### config.mk
export PLATFORM = sky130hd
export DESIGN_NAME = comment_aware_shift_token_scanner
export DESIGN_NICKNAME = d
export VERILOG_FILES = /design/src/design/csts_pkg.sv /design/src/design/comment_aware_shift_token_scanner.sv /design/src/design/csts_lexer.sv
export SDC_FILE = /design/constraint.sdc
export NUM_CORES = 1
export LEC_CHECK = 0
export BUFFER_PORTS_ARGS = -buffer_cell sky130_fd_sc_hd__buf_2
export CAP_MARGIN = 10
export CELL_PAD_IN_SITES_DETAIL_PLACEMENT = 2
export CELL_PAD_IN_SITES_GLOBAL_PLACEMENT = 2
export CORE_ASPECT_RATIO = 1.5
export CORE_MARGIN = 5
export CORE_UTILIZATION = 29
export CTS_BUF_LIST = sky130_fd_sc_hd__clkbuf_16
export DETAILED_ROUTE_END_ITERATION = 10
export PLACE_DENSITY_LB_ADDON = 0.1
export SLEW_MARGIN = 20
export SYNTH_ARGS = -nofsm -noshare
export SYNTH_HDL_FRONTEND = slang
export SYNTH_SLANG_ARGS = --single-unit
### constraint.sdc
create_clock -name clk -period 4.67 [get_ports clk]
set_clock_uncertainty 0.2 [all_clocks]
set_input_delay 0.2335 -clock clk [delete_from_list [all_inputs] [get_ports clk]]
set_output_delay 0.2335 -clock clk [all_outputs]
set_load 0.02 [all_outputs]
### src/design/csts_pkg.sv
// ----------------------------------------------------------------------------
// csts_pkg
// Shared types and constants for the shift-token scanner.
// ----------------------------------------------------------------------------
package csts_pkg;

  localparam int unsigned LINE_BITS_DEF   = 20;
  localparam int unsigned COLUMN_BITS_DEF = 16;
  localparam int unsigned OFFSET_BITS_DEF = 24;

  // Fixed widths of the result fields
  localparam int unsigned HIT_LINE_W   = 20;
  localparam int unsigned HIT_COLUMN_W = 16;
  localparam int unsigned HIT_OFFSET_W = 24;
  localparam int unsigned STATUS_W     = 2;

  localparam logic [STATUS_W-1:0] KIND_NONE = 2'd0;
  localparam logic [STATUS_W-1:0] KIND_LT   = 2'd1;
  localparam logic [STATUS_W-1:0] KIND_GT   = 2'd2;

  localparam logic [7:0] CH_LBRACE = 8'h7B;
  localparam logic [7:0] CH_RBRACE = 8'h7D;
  localparam logic [7:0] CH_LPAREN = 8'h28;
  localparam logic [7:0] CH_RPAREN = 8'h29;
  localparam logic [7:0] CH_STAR   = 8'h2A;
  localparam logic [7:0] CH_SLASH  = 8'h2F;
  localparam logic [7:0] CH_NL     = 8'h0A;
  localparam logic [7:0] CH_LT     = 8'h3C;
  localparam logic [7:0] CH_GT     = 8'h3E;
  localparam logic [7:0] CH_QUOTE  = 8'h27;

  typedef enum logic [3:0] {
    M_NORMAL,
    M_P_PAREN,
    M_P_SLASH,
    M_P_LT,
    M_P_GT,
    M_STRING,
    M_STR_QUOTE,
    M_BRACE,
    M_PAREN,
    M_PAREN_STAR,
    M_LINE
  } lex_mode_t;

  typedef struct packed {
    lex_mode_t             mode_nxt;
    logic                  capture;   // latch current position as pending
    logic [STATUS_W-1:0]   kind;      // pair completed by this byte
  } lex_upd_t;

endpackage

### src/design/comment_aware_shift_token_scanner.sv
// ----------------------------------------------------------------------------
// comment_aware_shift_token_scanner
// Finds the first "<<" or ">>" in plain source text, outside strings and
// comments, and reports its line, column and byte offset.
// ----------------------------------------------------------------------------
// Usage:
//   Source bytes enter on the in_ channel (valid/ready), one per transfer,
//   with in_last set on the final byte of a buffer. Each buffer produces
//   exactly one transfer on the out_ channel: status (0 clean, 1 "<<",
//   2 ">>") and the position of the pair's first character, zero if clean.
//   The lexer state and position counters update at the edge that
//   accepts a byte, and the result is registered, so it appears on
//   out_valid the cycle after the last byte is accepted.
//   Throughput is one byte per cycle while in_ready is high.
//   A pending result does not block input as long as out_ready takes it;
//   while out_valid is high and out_ready low, in_ready is low.
//   Reset clears the lexer to plain text, line and column to one and the
//   offset to zero; the same happens after every last byte. Counters
//   saturate at their widths.
// ----------------------------------------------------------------------------
module comment_aware_shift_token_scanner #(
  parameter int unsigned LINE_BITS   = csts_pkg::LINE_BITS_DEF,
  parameter int unsigned COLUMN_BITS = csts_pkg::COLUMN_BITS_DEF,
  parameter int unsigned OFFSET_BITS = csts_pkg::OFFSET_BITS_DEF
) (
  input  logic                                 clk,
  input  logic                                 rst_n,
  input  logic                                 in_valid,
  output logic                                 in_ready,
  input  logic [7:0]                           in_data_byte,
  input  logic                                 in_last,
  output logic                                 out_valid,
  input  logic                                 out_ready,
  output logic [csts_pkg::STATUS_W-1:0]        out_status,
  output logic [csts_pkg::HIT_LINE_W-1:0]      out_hit_line,
  output logic [csts_pkg::HIT_COLUMN_W-1:0]    out_hit_column,
  output logic [csts_pkg::HIT_OFFSET_W-1:0]    out_hit_offset
);
  import csts_pkg::*;

  lex_mode_t               mode_r, mode_nxt;
  logic [LINE_BITS-1:0]    line_r, line_nxt, pline_r, pline_nxt;
  logic [COLUMN_BITS-1:0]  col_r, col_nxt, pcol_r, pcol_nxt;
  logic [OFFSET_BITS-1:0]  off_r, off_nxt, poff_r, poff_nxt;
  logic [STATUS_W-1:0]     kind_r, kind_nxt;

  logic                    out_valid_r, out_valid_nxt;
  logic [STATUS_W-1:0]     status_r, status_nxt;
  logic [HIT_LINE_W-1:0]   hline_r, hline_nxt;
  logic [HIT_COLUMN_W-1:0] hcol_r, hcol_nxt;
  logic [HIT_OFFSET_W-1:0] hoff_r, hoff_nxt;

  logic     xfer;
  lex_upd_t upd;
  logic [31:0] pline_ext, pcol_ext, poff_ext;

  assign in_ready = !out_valid_r || out_ready;
  assign xfer     = in_valid && in_ready;

  csts_lexer u_lexer (
    .mode      (mode_r),
    .data_byte (in_data_byte),
    .upd       (upd)
  );

  always_comb begin
    mode_nxt  = mode_r;
    line_nxt  = line_r;
    col_nxt   = col_r;
    off_nxt   = off_r;
    pline_nxt = pline_r;
    pcol_nxt  = pcol_r;
    poff_nxt  = poff_r;
    kind_nxt  = kind_r;
    if (xfer) begin
      // lexing stops once a pair is found
      if (kind_r == KIND_NONE) begin
        mode_nxt = upd.mode_nxt;
        kind_nxt = upd.kind;
        if (upd.capture) begin
          pline_nxt = line_r;
          pcol_nxt  = col_r;
          poff_nxt  = off_r;
        end
      end
      off_nxt = (off_r == '1) ? off_r : off_r + 1'b1;
      if (in_data_byte == CH_NL) begin
        line_nxt = (line_r == '1) ? line_r : line_r + 1'b1;
        col_nxt  = COLUMN_BITS'(1);
      end else begin
        col_nxt = (col_r == '1) ? col_r : col_r + 1'b1;
      end
    end
  end

  assign pline_ext = 32'(pline_nxt);
  assign pcol_ext  = 32'(pcol_nxt);
  assign poff_ext  = 32'(poff_nxt);

  always_comb begin
    out_valid_nxt = out_valid_r && !out_ready;
    status_nxt    = status_r;
    hline_nxt     = hline_r;
    hcol_nxt      = hcol_r;
    hoff_nxt      = hoff_r;
    if (xfer && in_last) begin
      out_valid_nxt = 1'b1;
      status_nxt    = kind_nxt;
      if (kind_nxt != KIND_NONE) begin
        hline_nxt = pline_ext[HIT_LINE_W-1:0];
        hcol_nxt  = pcol_ext[HIT_COLUMN_W-1:0];
        hoff_nxt  = poff_ext[HIT_OFFSET_W-1:0];
      end else begin
        hline_nxt = '0;
        hcol_nxt  = '0;
        hoff_nxt  = '0;
      end
    end
  end

  always_ff @(posedge clk) begin
    if (!rst_n || (xfer && in_last)) begin
      mode_r  <= M_NORMAL;
      line_r  <= LINE_BITS'(1);
      col_r   <= COLUMN_BITS'(1);
      off_r   <= '0;
      pline_r <= '0;
      pcol_r  <= '0;
      poff_r  <= '0;
      kind_r  <= KIND_NONE;
    end else begin
      mode_r  <= mode_nxt;
      line_r  <= line_nxt;
      col_r   <= col_nxt;
      off_r   <= off_nxt;
      pline_r <= pline_nxt;
      pcol_r  <= pcol_nxt;
      poff_r  <= poff_nxt;
      kind_r  <= kind_nxt;
    end
  end

  always_ff @(posedge clk) begin
    if (!rst_n) begin
      out_valid_r <= 1'b0;
    end else begin
      out_valid_r <= out_valid_nxt;
    end
  end

  always_ff @(posedge clk) begin
    status_r <= status_nxt;
    hline_r  <= hline_nxt;
    hcol_r   <= hcol_nxt;
    hoff_r   <= hoff_nxt;
  end

  assign out_valid      = out_valid_r;
  assign out_status     = status_r;
  assign out_hit_line   = hline_r;
  assign out_hit_column = hcol_r;
  assign out_hit_offset = hoff_r;

endmodule

### src/design/csts_lexer.sv
// ----------------------------------------------------------------------------
// csts_lexer
// Lexical context transition for one source byte.
// ----------------------------------------------------------------------------
module csts_lexer (
  input  csts_pkg::lex_mode_t mode,
  input  logic [7:0]          data_byte,
  output csts_pkg::lex_upd_t  upd
);
  import csts_pkg::*;

  lex_mode_t           norm_mode;
  logic                norm_cap;
  lex_mode_t           next_mode;
  logic                cap;
  logic [STATUS_W-1:0] pair_kind;

  // Byte seen in plain text with nothing pending
  always_comb begin
    norm_cap = 1'b0;
    unique case (data_byte)
      CH_QUOTE:  norm_mode = M_STRING;
      CH_LBRACE: norm_mode = M_BRACE;
      CH_LPAREN: begin norm_mode = M_P_PAREN; norm_cap = 1'b1; end
      CH_SLASH:  begin norm_mode = M_P_SLASH; norm_cap = 1'b1; end
      CH_LT:     begin norm_mode = M_P_LT;    norm_cap = 1'b1; end
      CH_GT:     begin norm_mode = M_P_GT;    norm_cap = 1'b1; end
      default:   norm_mode = M_NORMAL;
    endcase
  end

  // Next state
  always_comb begin
    next_mode = mode;
    unique case (mode)
      M_P_PAREN:   next_mode = (data_byte == CH_STAR)  ? M_PAREN : norm_mode;
      M_P_SLASH:   next_mode = (data_byte == CH_SLASH) ? M_LINE  : norm_mode;
      M_P_LT:      next_mode = (data_byte == CH_LT)    ? mode    : norm_mode;
      M_P_GT:      next_mode = (data_byte == CH_GT)    ? mode    : norm_mode;
      M_STRING:    next_mode = (data_byte == CH_QUOTE) ? M_STR_QUOTE : mode;
      M_STR_QUOTE: next_mode = (data_byte == CH_QUOTE) ? M_STRING : norm_mode;
      M_BRACE:     next_mode = (data_byte == CH_RBRACE) ? M_NORMAL : mode;
      M_PAREN:     next_mode = (data_byte == CH_STAR)  ? M_PAREN_STAR : mode;
      M_PAREN_STAR: begin
        if (data_byte == CH_RPAREN) begin
          next_mode = M_NORMAL;
        end else if (data_byte != CH_STAR) begin
          next_mode = M_PAREN;
        end
      end
      M_LINE:      next_mode = (data_byte == CH_NL) ? M_NORMAL : mode;
      default:     next_mode = norm_mode;
    endcase
  end

  // Outputs: pending capture and pair detection
  always_comb begin
    cap       = 1'b0;
    pair_kind = KIND_NONE;
    unique case (mode)
      M_P_PAREN:   cap = (data_byte != CH_STAR) && norm_cap;
      M_P_SLASH:   cap = (data_byte != CH_SLASH) && norm_cap;
      M_P_LT: begin
        if (data_byte == CH_LT) begin
          pair_kind = KIND_LT;
        end else begin
          cap = norm_cap;
        end
      end
      M_P_GT: begin
        if (data_byte == CH_GT) begin
          pair_kind = KIND_GT;
        end else begin
          cap = norm_cap;
        end
      end
      M_STR_QUOTE: cap = (data_byte != CH_QUOTE) && norm_cap;
      M_STRING, M_BRACE, M_PAREN, M_PAREN_STAR, M_LINE: cap = 1'b0;
      default:     cap = norm_cap;
    endcase
  end

  assign upd = {next_mode, cap, pair_kind};

endmodule

==> metrics.yaml <==
r2r_slack_ns: 1.66
clk_latency_ns: 0.44
muxShareOfSynthArea: 0.0762
port_buffers: 76
power_frac_comb: 0.048
path_cells: "nor2b_1 -> inv_2 -> nand2_1 -> nor4_1 -> a21oi_4 -> buf_4 -> a21oi_1"
layout.nets: 864
syn_avg_cell_area_um2: 10.2
tightest_slew_ns: 1.04
die_h_um: 214
route.vias.total: 6125
synth_cell_types: 59
syn_area_um2: 8020
grt-ovfl-total: 0
drv_cap: 0
synth_edf_count: 62
cts_resized: 0
pin_count: 77
setup_tns_ns: 0
clockBufferDepth: 2
post_drt_via_cell_ratio: 5.09
path_class: "reg2reg"
grt_pass1_wl_um: 37200
synth_simple_gate_area_frac: 0.184
post_route_cells_drive_above_1_share: 0.148
synth_top_flop_cell: "dfxtp_1"
power_frac_seq: 0.523
switchingPower_uw: 777
drv_slew: 0
clkTransAtPathRegs_ns: 0.07
layout_commonest_cell: "dfxtp_1"
areaGrowthSynthToFinish_pct: 15.2
max_stage_delay_ns: 0.48
reg2reg_depth: 7
cp.arrival_ns: 2.99
hold_path.class: "in2reg"
critPathBufInv: 2
fin_crit_ns: 3.01
grt_max_degree: 76
dp_hpwl_um: 15700
worst_path_max_delay_cell: "nor2b_1"
hold_viol: 0
drc: 0
start_kind: "register"
seq_area_frac_synth: 0.549
drtIter0Drc: 202
critPathMaxFanout: 27
sw_frac_of_total: 0.234
p_total_uw: 3320
synth-xor-area-share: 0.0470
start_util: 0.294
synth_top_family_by_area: "simple AND/OR/NAND/NOR gates"
reg2reg_to: "out_hit_offset[10]"
antenna_found_initial: 0
internal-power_uw: 2540
cts_tree: "yes"
ir_drop_mv: 0.257
fp.dieW_um: 146
synth_compound_area_frac: 0.0977
cts_buffers: 17
crit_path_start: "out_valid"
stdcell_count: 1203
clockPowerShare: 0.428
synthArstFlopShare: 0
outcome: "complete, no violations"
yosysWarnings: 0
die-area_um2: 31100
worst_path_dominant_cell_family: "simple AND/OR/NAND/NOR gates"
placedCellCount: 1169
mostFrequentLayoutCells: "dfxtp_1, nor2_1, a21oi_1, buf_2, edfxtp_1"
setup_viol: 0
fmax_mhz: 332
cp.depth: 7
core_area_um2: 27300
htree_num_levels: 4
fin_crit_sh: 0.645
p_per_area_nw_per_um2: 359
synth_nets: 802
grt_pass1_vias: 6813
synthAdderAreaFrac: 0.00468
crit_required_ns: 4.65
cts_sinks: 189
fillers: 2972
drtAntennaViolNets: 0
ys_ff_latch: 189
endpoint: "out_hit_offset[10]"
rsz0062_at_grt: "no"
routedWlPerCell_um: 18.9
timing.rr.start: "out_valid"
row_count: 74
drtPass1Iterations: 5
power.leakage_uw: 0.00294
track_usage: 0.151
routed_wl_um: 22700
n_antenna_cell: 0
place_congestion: 0.777
end_kind: "register"
cts-root-buf: "clkbuf_16"
synth_cells: 786
slew-limit-headroom: 0.304
-- cell type report --
class	count	area, µm²	share of cell area
clock buffers	17	425	0.0461
clock inverters	15	133	0.0144
inverters	14	52.6	0.00569
multi-input cells	540	3330	0.361
flip-flops and latches	189	4400	0.477
well taps	342	428	0.0463
repair buffers	86	460	0.0499
-- per-stage QoR --
| stage | hold slack, ns | utilization | instance area (µm²) | setup WS, ns |
|---|---|---|---|---|
| 3_3_place_gp | 0.271 | 0.317 | 8650 | 1.59 |
| 2_1_floorplan | 0.187 | - | 8020 | 1.97 |
| 3_5_place_dp | 0.281 | 0.317 | 8650 | 1.53 |
| 4_1_cts | 0.0105 | 0.338 | 9230 | 1.56 |
| 6_report | 0.0337 | 0.338 | 9230 | 1.66 |
| 5_1_grt | 0.0501 | 0.338 | 9230 | 1.41 |
-- worst min-delay path by stage --
stage,depth (start not counted),from,end,slack [ns]
6_report,3,in_last,out_valid,0.03
5_1_grt,3,in_last,out_valid,0.05
4_1_cts,3,in_last,out_valid,0.01
3_5_place_dp,2,poff_r[2],poff_r[2],0.28
3_3_place_gp,2,poff_r[23],poff_r[23],0.27
2_1_floorplan,1,rst_n,out_valid,0.19
-- per-layer routing --
layer,global-route usage,part of all wire,vias to the layer above
met5,0,0,-
met4,0.0403,0.012,0
met3,0.0387,0.028,15
met2,0.276,0.53,70
met1,0.176,0.43,3113
li1,-,-,2927
-- power groups by stage --
stage / Sequential [µW] / Combinational (µW) / Clock (µW)
global placement: 1770 / 159 / 0
CTS: 1740 / 165 / 1470
detailed placement: 1770 / 163 / 0
floorplan: 1800 / 75.6 / 0
finish: 1740 / 160 / 1420
global route: 1740 / 176 / 1540
-- worst min-delay path, cell delays in order --
cell and delay [ns]:
buf_2 0.12, nand2_1 0.16, a21boi_0 0.11
-- what timing repair did --
action | CTS | global route
buffers inserted | 0 | 0
hold buffers | 2 | 0
endpoints found under the hold margin | 2 | 0
-- synth_stat cells (2+ instances only) --
cell type  instances  share of area
buf_2              2         0.0012
o21ai_1            6         0.0037
o21ai_0           15         0.0094
nand3b_1           2         0.0019
ha_1               3         0.0047
xor2_1            16          0.017
nor2_1           119          0.056
and2_1             2         0.0016
a22oi_1            2         0.0019
edfxtp_1          62           0.23
nand4_1           17          0.013
and4_1             6         0.0066
nor2b_1            8         0.0062
nor3b_1            2         0.0019
nor4b_2            2         0.0037
nand3_1           26          0.016
clkbuf_1          32          0.015
a21oi_1           86          0.054
a31oi_1            5         0.0039
nand2b_1           4         0.0031
buf_6              2         0.0028
mux2i_1           61          0.076
nor4_1             5         0.0039
inv_1             11         0.0051
inv_2              3         0.0014
nor4b_1            3         0.0033
and3_1            12         0.0094
nand2_1           37          0.017
nor3_1            29          0.018
a41oi_1            2         0.0022
a211oi_1           2         0.0019
dfxtp_1          127           0.32
o31ai_1            3         0.0028
o211ai_1           2         0.0019
xnor2_1           27          0.029
o22ai_1            2         0.0016
buf_12             6          0.015
or3_1             14          0.011
-- kinds of logic (layout without fill, tap and decap cells) --
| group | after synthesis | count (layout) |
|---|---|---|
| simple gates | 295 | 295 |
| mux | 61 | 61 |
| flops | 189 | 189 |
| fa+ha+maj | 3 | 3 |
| compound gates | 138 | 138 |
| xor+xnor | 43 | 43 |
| buf+inv | 57 | 132 |
-- flip-flops by register name, indices dropped and copies added, names as in the netlist --
name,count
poff_r,24
out_hit_line,20
col_r,16
line_r,20
out_hit_column,16
pline_r,20
kind_r,2
off_r,24
mode_r,4
out_hit_offset,24
pcol_r,16
out_status,2
out_valid,1
Note: power is estimated with default switching activity, not from simulation.
